### config.mk
export PLATFORM = sky130hd
export DESIGN_NAME = signed_decimal_alu
export DESIGN_NICKNAME = d
export VERILOG_FILES = /design/src/rtl/sda_pkg.sv /design/src/rtl/sda_ctrl.sv /design/src/rtl/sda_dp.sv /design/src/rtl/signed_decimal_alu.sv
export SDC_FILE = /design/constraint.sdc
export NUM_CORES = 2
export LEC_CHECK = 0
export CAP_MARGIN = 20
export CORE_MARGIN = 2
export CORE_UTILIZATION = 30
export DETAILED_ROUTE_END_ITERATION = 12
export DONT_BUFFER_PORTS = 1
export PLACE_DENSITY = 0.47
export SETUP_SLACK_MARGIN = 0.1
export SYNTH_ARGS = -nofsm -noshare
export SYNTH_HDL_FRONTEND = slang
export SYNTH_HIERARCHICAL = 1
export SYNTH_SLANG_ARGS = --single-unit
### constraint.sdc
create_clock -name clk -period 23.5 [get_ports clk]
set_input_delay 2.35 -clock clk [delete_from_list [all_inputs] [get_ports clk]]
set_output_delay 2.35 -clock clk [all_outputs]
set_load 0.1 [all_outputs]
### src/rtl/sda_pkg.sv
package sda_pkg;

  // width of the binary working values (covers 16 digits plus headroom)
  localparam int VAL_W = 56;
  // iteration counter width
  localparam int CNT_W = 6;
  // field widths
  localparam int MAG_W = 60;
  localparam int BCD_W = 64;
  localparam int MAX_DIGITS = 15;

  // operation codes
  localparam logic [1:0] FN_ADD = 2'd0;
  localparam logic [1:0] FN_SUB = 2'd1;
  localparam logic [1:0] FN_MUL = 2'd2;
  localparam logic [1:0] FN_DIV = 2'd3;

  // commands from the controller to the datapath
  typedef struct packed {
    logic             load;
    logic             conv;
    logic             prep;
    logic             iter;
    logic             check;
    logic             dabble;
    logic             finish;
    logic [CNT_W-1:0] idx;
  } sda_cmd_t;

  // status from the datapath to the controller
  typedef struct packed {
    logic is_addsub;
  } sda_stat_t;

  // ten to the power n, used at elaboration
  function automatic logic [63:0] pow10(input int n);
    logic [63:0] v;
    v = 64'd1;
    for (int i = 0; i < 16; i++) begin
      if (i < n) begin
        v = v * 64'd10;
      end
    end
    return v;
  endfunction

  // double dabble correction: add three to every digit of five or more
  function automatic logic [BCD_W-1:0] dabble_adj(input logic [BCD_W-1:0] d);
    logic [BCD_W-1:0] r;
    r = d;
    for (int i = 0; i < BCD_W / 4; i++) begin
      if (d[4*i +: 4] >= 4'd5) begin
        r[4*i +: 4] = d[4*i +: 4] + 4'd3;
      end
    end
    return r;
  endfunction

endpackage

### src/rtl/sda_ctrl.sv
module sda_ctrl #(
  parameter int DIGITS = sda_pkg::MAX_DIGITS
) (
  input  logic                clk,
  input  logic                rst_n,
  input  logic                in_tvalid,
  output logic                in_tready,
  output logic                out_tvalid,
  input  logic                out_tready,
  input  sda_pkg::sda_stat_t  stat,
  output sda_pkg::sda_cmd_t   cmd
);

  localparam int ND = (DIGITS > sda_pkg::MAX_DIGITS) ? sda_pkg::MAX_DIGITS : DIGITS;
  localparam logic [sda_pkg::CNT_W-1:0] CONV_LAST = sda_pkg::CNT_W'(ND - 1);
  localparam logic [sda_pkg::CNT_W-1:0] BIT_LAST = sda_pkg::CNT_W'(sda_pkg::VAL_W - 1);

  localparam logic [2:0] ST_IDLE = 3'd0;
  localparam logic [2:0] ST_CONV = 3'd1;
  localparam logic [2:0] ST_PREP = 3'd2;
  localparam logic [2:0] ST_ITER = 3'd3;
  localparam logic [2:0] ST_CHK  = 3'd4;
  localparam logic [2:0] ST_DABB = 3'd5;
  localparam logic [2:0] ST_FIN  = 3'd6;

  logic [2:0]                state_r, state_nxt;
  logic [sda_pkg::CNT_W-1:0] cnt_r, cnt_nxt;
  logic                      out_valid_r, out_valid_nxt;
  logic                      accept;
  logic                      fin_go;

  assign in_tready  = (state_r == ST_IDLE);
  assign accept     = in_tvalid && in_tready;
  assign out_tvalid = out_valid_r;
  assign fin_go     = (state_r == ST_FIN) && (!out_valid_r || out_tready);

  // command decode
  always_comb begin
    cmd        = '0;
    cmd.load   = accept;
    cmd.conv   = (state_r == ST_CONV);
    cmd.prep   = (state_r == ST_PREP);
    cmd.iter   = (state_r == ST_ITER);
    cmd.check  = (state_r == ST_CHK);
    cmd.dabble = (state_r == ST_DABB);
    cmd.finish = fin_go;
    cmd.idx    = cnt_r;
  end

  // sequencer
  always_comb begin
    state_nxt     = state_r;
    cnt_nxt       = cnt_r;
    out_valid_nxt = out_valid_r;
    if (out_valid_r && out_tready) begin
      out_valid_nxt = 1'b0;
    end
    unique case (state_r)
      ST_IDLE: begin
        if (accept) begin
          state_nxt = ST_CONV;
          cnt_nxt   = CONV_LAST;
        end
      end
      ST_CONV: begin
        if (cnt_r == '0) begin
          state_nxt = ST_PREP;
        end else begin
          cnt_nxt = cnt_r - 1'b1;
        end
      end
      ST_PREP: begin
        cnt_nxt = BIT_LAST;
        if (stat.is_addsub) begin
          state_nxt = ST_DABB;
        end else begin
          state_nxt = ST_ITER;
        end
      end
      ST_ITER: begin
        if (cnt_r == '0) begin
          state_nxt = ST_CHK;
        end else begin
          cnt_nxt = cnt_r - 1'b1;
        end
      end
      ST_CHK: begin
        state_nxt = ST_DABB;
        cnt_nxt   = BIT_LAST;
      end
      ST_DABB: begin
        if (cnt_r == '0) begin
          state_nxt = ST_FIN;
        end else begin
          cnt_nxt = cnt_r - 1'b1;
        end
      end
      ST_FIN: begin
        if (fin_go) begin
          state_nxt     = ST_IDLE;
          out_valid_nxt = 1'b1;
        end
      end
      default: begin
        state_nxt = ST_IDLE;
      end
    endcase
  end

  always_ff @(posedge clk) begin
    if (!rst_n) begin
      state_r     <= ST_IDLE;
      cnt_r       <= '0;
      out_valid_r <= 1'b0;
    end else begin
      state_r     <= state_nxt;
      cnt_r       <= cnt_nxt;
      out_valid_r <= out_valid_nxt;
    end
  end

  // checks
  a_accept_conv: assert property (@(posedge clk) disable iff (!rst_n)
    accept |=> (state_r == ST_CONV) && (cnt_r == CONV_LAST))
    else $error("accepted beat did not start conversion");
  a_conv_range: assert property (@(posedge clk) disable iff (!rst_n)
    (state_r == ST_CONV) |-> (cnt_r <= CONV_LAST))
    else $error("digit index out of range");
  a_fin_free: assert property (@(posedge clk) disable iff (!rst_n)
    cmd.finish |-> (!out_valid_r || out_tready))
    else $error("result overwrote a waiting beat");
  a_valid_after_fin: assert property (@(posedge clk) disable iff (!rst_n)
    cmd.finish |=> out_valid_r && (state_r == ST_IDLE))
    else $error("finished result not presented");

endmodule

### src/rtl/sda_dp.sv
module sda_dp #(
  parameter int DIGITS = sda_pkg::MAX_DIGITS
) (
  input  logic                          clk,
  input  sda_pkg::sda_cmd_t             cmd,
  output sda_pkg::sda_stat_t            stat,
  input  logic [1:0]                    func,
  input  logic [sda_pkg::MAG_W-1:0]     first_magnitude,
  input  logic                          first_negative,
  input  logic [sda_pkg::MAG_W-1:0]     second_magnitude,
  input  logic                          second_negative,
  output logic [sda_pkg::MAG_W-1:0]     result_magnitude,
  output logic                          result_negative,
  output logic [sda_pkg::MAG_W-1:0]     remainder_magnitude,
  output logic                          remainder_negative,
  output logic                          status
);

  localparam int VW = sda_pkg::VAL_W;
  localparam logic [63:0] LIM64 = sda_pkg::pow10(DIGITS);
  localparam logic [VW-1:0] LIM = LIM64[VW-1:0];

  logic [1:0]                  func_r;
  logic                        an_r, bn_r;
  logic [sda_pkg::MAG_W-1:0]   abcd_r, bbcd_r;
  logic [VW-1:0]               a_r, b_r, acc_r, rem_r;
  logic                        fail_r, rneg_r, remneg_r;
  logic [sda_pkg::BCD_W-1:0]   dq_r, dr_r;
  logic [sda_pkg::MAG_W-1:0]   res_mag_r, rem_mag_r;
  logic                        res_neg_r, rem_neg_r, status_r;

  logic [3:0]    dig;
  logic [3:0]    adig, bdig;
  logic          bs;
  logic [VW-1:0] sum, diff_ab, diff_ba;
  logic [VW-1:0] mul_t;
  logic [VW-1:0] rem_sh;
  logic          bitsel;
  logic [sda_pkg::BCD_W-1:0] dq_adj, dr_adj;

  assign stat.is_addsub = (func_r == sda_pkg::FN_ADD) || (func_r == sda_pkg::FN_SUB);

  // per-step arithmetic
  always_comb begin
    dig     = cmd.idx[3:0];
    adig    = abcd_r[4*dig +: 4];
    bdig    = bbcd_r[4*dig +: 4];
    bs      = bn_r ^ (func_r == sda_pkg::FN_SUB);
    sum     = a_r + b_r;
    diff_ab = a_r - b_r;
    diff_ba = b_r - a_r;
    bitsel  = (func_r == sda_pkg::FN_MUL) ? b_r[cmd.idx] : a_r[cmd.idx];
    mul_t   = {acc_r[VW-2:0], 1'b0} + (bitsel ? a_r : '0);
    rem_sh  = {rem_r[VW-2:0], bitsel};
    dq_adj  = sda_pkg::dabble_adj(dq_r);
    dr_adj  = sda_pkg::dabble_adj(dr_r);
  end

  always_ff @(posedge clk) begin
    // capture the accepted beat
    if (cmd.load) begin
      func_r   <= func;
      an_r     <= first_negative;
      bn_r     <= second_negative;
      abcd_r   <= first_magnitude;
      bbcd_r   <= second_magnitude;
      a_r      <= '0;
      b_r      <= '0;
      acc_r    <= '0;
      rem_r    <= '0;
      fail_r   <= 1'b0;
      rneg_r   <= 1'b0;
      remneg_r <= 1'b0;
      dq_r     <= '0;
      dr_r     <= '0;
    end
    // decimal to binary, most significant digit first
    if (cmd.conv) begin
      a_r <= {a_r[VW-4:0], 3'b000} + {a_r[VW-2:0], 1'b0} + VW'(adig);
      b_r <= {b_r[VW-4:0], 3'b000} + {b_r[VW-2:0], 1'b0} + VW'(bdig);
    end
    // signs, the divide-by-zero check, and the whole add or subtract
    if (cmd.prep) begin
      unique case (func_r)
        sda_pkg::FN_ADD, sda_pkg::FN_SUB: begin
          if (an_r == bs) begin
            acc_r  <= sum;
            rneg_r <= an_r && (sum != '0);
            fail_r <= (sum >= LIM);
          end else if (a_r >= b_r) begin
            acc_r  <= diff_ab;
            rneg_r <= an_r && (diff_ab != '0);
            fail_r <= (diff_ab >= LIM);
          end else begin
            acc_r  <= diff_ba;
            rneg_r <= bs;
            fail_r <= (diff_ba >= LIM);
          end
        end
        sda_pkg::FN_MUL: begin
          rneg_r <= an_r ^ bn_r;
        end
        default: begin
          rneg_r   <= an_r ^ bn_r;
          remneg_r <= an_r;
          fail_r   <= (b_r == '0);
        end
      endcase
    end
    // shift-add multiply or restoring divide, one bit per cycle
    if (cmd.iter) begin
      if (func_r == sda_pkg::FN_MUL) begin
        if (!fail_r) begin
          acc_r <= mul_t;
          if (mul_t >= LIM) begin
            fail_r <= 1'b1;
          end
        end
      end else begin
        if (rem_sh >= b_r) begin
          rem_r <= rem_sh - b_r;
          acc_r <= {acc_r[VW-2:0], 1'b1};
        end else begin
          rem_r <= rem_sh;
          acc_r <= {acc_r[VW-2:0], 1'b0};
        end
      end
    end
    // range check of quotient and remainder
    if (cmd.check && (func_r == sda_pkg::FN_DIV)) begin
      if ((acc_r >= LIM) || (rem_r >= LIM)) begin
        fail_r <= 1'b1;
      end
    end
    // binary to decimal, most significant bit first
    if (cmd.dabble) begin
      dq_r <= {dq_adj[sda_pkg::BCD_W-2:0], acc_r[cmd.idx]};
      dr_r <= {dr_adj[sda_pkg::BCD_W-2:0], rem_r[cmd.idx]};
    end
    // output register
    if (cmd.finish) begin
      res_mag_r <= fail_r ? '0 : dq_r[sda_pkg::MAG_W-1:0];
      res_neg_r <= fail_r ? 1'b0 : rneg_r;
      rem_mag_r <= fail_r ? '0 : dr_r[sda_pkg::MAG_W-1:0];
      rem_neg_r <= fail_r ? 1'b0 : remneg_r;
      status_r  <= fail_r;
    end
  end

  assign result_magnitude    = res_mag_r;
  assign result_negative     = res_neg_r;
  assign remainder_magnitude = rem_mag_r;
  assign remainder_negative  = rem_neg_r;
  assign status              = status_r;

endmodule

### src/rtl/signed_decimal_alu.sv
// Signed decimal ALU: add, subtract, multiply, divide with remainder on two
// sign-magnitude operands of DIGITS packed BCD digits.
// Input channel in_*: one beat per operation, accepted when in_tvalid and
// in_tready are high at a rising edge. in_tready is high only while the
// block is idle, so one operation is in flight at a time.
// Result channel out_*: one beat per operation, held in an output register
// until taken; the block returns to idle as soon as the result is loaded,
// so the next operation runs while a result waits for the receiver.
// An operation runs the digit-serial decimal-to-binary conversion, then for
// multiply and divide the one-bit-per-cycle shift-add multiplier or restoring
// divider over 56 bits, then the 56-step binary-to-BCD conversion. If the
// receiver stalls, a finished operation waits before the output register
// until it is free. Reset (rst_n low, synchronous) returns the controller
// to idle and drops out_tvalid.
module signed_decimal_alu #(
  parameter int DIGITS = sda_pkg::MAX_DIGITS
) (
  input  logic         clk,
  input  logic         rst_n,
  input  logic         in_tvalid,
  output logic         in_tready,
  // func[1:0], first_magnitude[61:2], first_negative[62],
  // second_magnitude[122:63], second_negative[123], zero fill above
  input  logic [127:0] in_tdata,
  output logic         out_tvalid,
  input  logic         out_tready,
  // result_magnitude[59:0], result_negative[60], remainder_magnitude[120:61],
  // remainder_negative[121], status[122], zero fill above
  output logic [127:0] out_tdata
);

  sda_pkg::sda_cmd_t  cmd;
  sda_pkg::sda_stat_t stat;
  logic [sda_pkg::MAG_W-1:0] res_mag, rem_mag;
  logic res_neg, rem_neg, status;

  sda_ctrl #(.DIGITS(DIGITS)) u_ctrl (
    .clk        (clk),
    .rst_n      (rst_n),
    .in_tvalid  (in_tvalid),
    .in_tready  (in_tready),
    .out_tvalid (out_tvalid),
    .out_tready (out_tready),
    .stat       (stat),
    .cmd        (cmd)
  );

  sda_dp #(.DIGITS(DIGITS)) u_dp (
    .clk                 (clk),
    .cmd                 (cmd),
    .stat                (stat),
    .func                (in_tdata[1:0]),
    .first_magnitude     (in_tdata[61:2]),
    .first_negative      (in_tdata[62]),
    .second_magnitude    (in_tdata[122:63]),
    .second_negative     (in_tdata[123]),
    .result_magnitude    (res_mag),
    .result_negative     (res_neg),
    .remainder_magnitude (rem_mag),
    .remainder_negative  (rem_neg),
    .status              (status)
  );

  // pack the result beat
  assign out_tdata = {5'b00000, status, rem_neg, rem_mag, res_neg, res_mag};

endmodule

==> out/summary.txt <==
Status -> finished, final reports clean
Initial antenna violation count -> 6
Post-cts gate resize count -> 0
CTS HTree Levels -> 3
First-pass GRT wire length -> 299200 um
Clock Latency Late Sink -> 0.71 ns
Yosys warns -> 6
Largest net degree at the start of global routing -> 92
Vias in the first global route -> 44288
Maximum clock frequency -> 110.0 MHz
IO Count -> 262
Post-synthesis mux area share -> 5.343%
Crit-path max FO -> 45
DIE AREA -> 184200 um^2
Starting Density -> 30.10%
P&R area growth vs syn -> 8.822%
Synth Area in Adders -> 13.02%
Worst hold path class -> reg2reg
Post-synth EDFFs -> 480
Arr. time, crit path -> 9.70 ns
CP endpoint kind -> flop
CTS Sinks -> 604
Cts bufs inserted -> 73
Critical R2R Launch -> u_ctrl/cnt_r[0]$_SDFFE_PN0P_
Clock Skew -> 0.03017 ns
Die Wd -> 429.2 um
Post-synthesis compound-gate area fraction -> 22.02%
PortBufs -> 0
Max Root-Sink Buffers -> 3
Setup total negative slack -> 0 ns
XOR/XNOR Fraction of Synth Area -> 6.346%
Hold Path End -> u_dp/acc_r[12]$_DFF_P_
Final setup fails -> 0
Hold-fix buffers, CTS -> 0
DR WL/cell -> 24.37 um
Predominant post-synthesis flop cell -> edfxtp_1
DRT antenna net count -> 0
Total number of vias -> 47021
Iter 0 DRT Violations -> 4144
Simple-gate area share of the yosys netlist -> 17.74%
Register area share after synthesis -> 31.15%
RSZ-0062 raised after global routing -> no
Die height -> 429.2 um
Slew @ Worst Pin -> 1.309 ns
Fillers -> 18818
Slew HR -> 12.00%
Fin nets -> 6660
Flops & latches, synth -> 604
Cells after synthesis -> 6099
Min Tclk post-route -> 9.087 ns
Async SR Flop Fraction -> 0%
Slew Viols, Final -> 0
# Max-Cap Violations -> 0
Layout cells sized above 1 -> 6.653%
Largest family of logic cells by synthesized area -> compound AO/OA/AOI/OAI gates
Min-Delay Path Depth -> 2
Vias per inst -> 5.599
Count of different cell masters after synthesis -> 124
Wirelength, routed -> 204700 um
Clock root cell -> clkbuf_16
Core box area -> 180200 um^2
Grt ovf -> 0
Pre-Repair DR Iteration Count -> 7
CTS tree -> yes
Placer Congestion -> 0.9563
Reg-to-reg endpoint -> u_dp/acc_r[0]$_DFF_P_
Row Count -> 156
HPWL after DPL -> 158800 um
Startpoint types -> flop
Mapped Avg Cell Area -> 8.893 um^2
Reg clk slew, reported paths -> 0.06 ns
Final Hold Viols -> 0
Setup Buffers After CTS -> 0
Reg2reg setup slack -> 14.41 ns
Syn Std Cell Area -> 54240 um^2
Worst Hold Launch -> u_dp/acc_r[11]$_DFF_P_
Kind of critical path -> reg2reg
Critical path required time -> 24.11 ns
DRC viols -> 0
Tcrit/Tclk final -> 38.67%
GR Util All Layers -> 21.34%
R2r worst-path depth -> 23
cell families after synthesis:
kind of cell,count (synthesis)
buffers and inverters,589
and+or+nand+nor,1949
AOI/OAI and AO/OA,1825
other,1
adders and majority gates,559
DFF,604
xor gates and xnor gates,393
muxes,179
per-layer routing:
layer	GRT usage [%]	share of wire (%)	vias to the layer above
li1	-	-	22327
met1	29.46	46	22971
met2	33.84	45	1463
met3	2.673	5.0	260
met4	8.231	4.2	0
met5	0	0	-
how the worst max path moves through the flow:
| stage | depth (start not counted) | to | startpoint |
|---|---|---|---|
| final | 23 | u_dp/acc_r[0]$_DFF_P_ | u_ctrl/cnt_r[0]$_SDFFE_PN0P_ |
| after global routing | 23 | u_dp/acc_r[0]$_DFF_P_ | u_ctrl/cnt_r[0]$_SDFFE_PN0P_ |
| after CTS | 23 | u_dp/acc_r[0]$_DFF_P_ | u_ctrl/cnt_r[0]$_SDFFE_PN0P_ |
| after detailed placement | 23 | u_dp/acc_r[0]$_DFF_P_ | u_ctrl/cnt_r[0]$_SDFFE_PN0P_ |
| after global placement | 23 | u_dp/acc_r[0]$_DFF_P_ | u_ctrl/cnt_r[0]$_SDFFE_PN0P_ |
| after floorplan | 8 | u_dp/a_r[0]$_SDFFCE_PN0P_ | u_ctrl/state_r[1]$_SDFFE_PN0P_ |
worst max-delay path, cell delays in order (launching register included):
cell      delay [ns]
dfxtp_4         0.71
buf_4           0.87
mux4_2          0.42
a22o_1          0.15
a221oi_1        0.08
mux4_2          0.58
mux2i_2         0.68
inv_2           0.16
ha_1            0.27
fa_1            0.41
nor2b_1         0.17
o21bai_1        0.11
a31oi_1         0.19
o21a_1          0.15
o21ai_0         0.12
a2111o_1        0.57
a211o_1         0.41
a311oi_2        0.47
o21ai_0         0.29
a31oi_4         0.43
buf_4           0.35
buf_4           0.62
a21oi_1         0.40
a32oi_1         0.25
placed cells by master (no fill, tap or decap), types with 40 or more instances in the layout:
cell type and n:
mux4_2 87, inv_1 284, nor2_1 567, a21boi_0 48
nand2b_1 71, xnor2_1 263, a21o_1 200, ha_1 550
mux2i_1 77, and2_1 108, edfxtp_1 480, nor3b_1 40
nor2b_1 127, a31oi_1 69, clkbuf_16 73, nor3_1 95
a21oi_1 529, o21bai_1 95, o21ai_0 349, and3_1 58
nand3_1 148, buf_4 68, dfxtp_1 119, nor4_1 54
nand4_1 77, nand2_1 451, xor2_1 128, o211ai_1 62
a211oi_1 69
Yosys cell counts, types with 95 or more instances:
| library cell | count | area, um^2 |
|---|---|---|
| nor2_1 | 570 | 2140 |
| ha_1 | 550 | 6882 |
| a21oi_1 | 529 | 2648 |
| edfxtp_1 | 480 | 14410 |
| nand2_1 | 453 | 1700 |
| o21ai_0 | 349 | 1747 |
| inv_1 | 285 | 1070 |
| xnor2_1 | 264 | 2312 |
| a21o_1 | 200 | 1501 |
| clkbuf_1 | 195 | 732.0 |
| nand3_1 | 148 | 740.7 |
| nor2b_1 | 129 | 807.0 |
| xor2_1 | 129 | 1130 |
| dfxtp_1 | 124 | 2482 |
| and2_1 | 110 | 688.2 |
| nor3_1 | 98 | 490.5 |
| o21bai_1 | 95 | 713.2 |
metrics by stage:
step	utilization, %	worst slack (ns)	cells	instance area (um^2)	hold slack (ns)
2_1_floorplan	-	15.94	6103	54250	0.4064
3_3_place_gp	31.47	14.53	8262	56700	0.5068
3_5_place_dp	31.47	14.51	8262	56700	0.5131
4_1_cts	32.75	14.43	8395	59010	0.5240
5_1_grt	32.76	13.92	8398	59020	0.5564
6_report	32.76	14.41	8398	59020	0.5198
sequential cells by signal, indices dropped and copies added, names as in the netlist:
register	cells
u_dp/abcd_r	60
u_dp/dr_r	60
u_dp/fail_r	1
u_dp/status	1
u_dp/bbcd_r	60
u_dp/acc_r	56
u_ctrl/cnt_r	6
u_dp/result_magnitude	60
u_dp/a_r	56
u_dp/remainder_magnitude	60
u_ctrl/out_tvalid	1
u_dp/rem_r	56
u_ctrl/state_r	3
u_dp/an_r	1
u_dp/result_negative	1
u_dp/b_r	56
u_dp/remneg_r	1
u_dp/bn_r	1
u_dp/func_r	2
u_dp/dq_r	60
u_dp/remainder_negative	1
u_dp/rneg_r	1
area by class of cell:
type	count	area, um^2	share of cell area (%)
clock buffer	100	1998	3.386
antenna	1	2.502	0.004240
timing repair buffer	71	550.5	0.9328
tap	2370	2965	5.024
inverter	309	1162	1.969
clock inverter	33	311.5	0.5279
multi-input combinational	4910	35120	59.50
sequential	604	16910	28.65
Power is not shown: default switching activity piles up to over one toggle a cycle in this logic, so the estimate is an artifact.
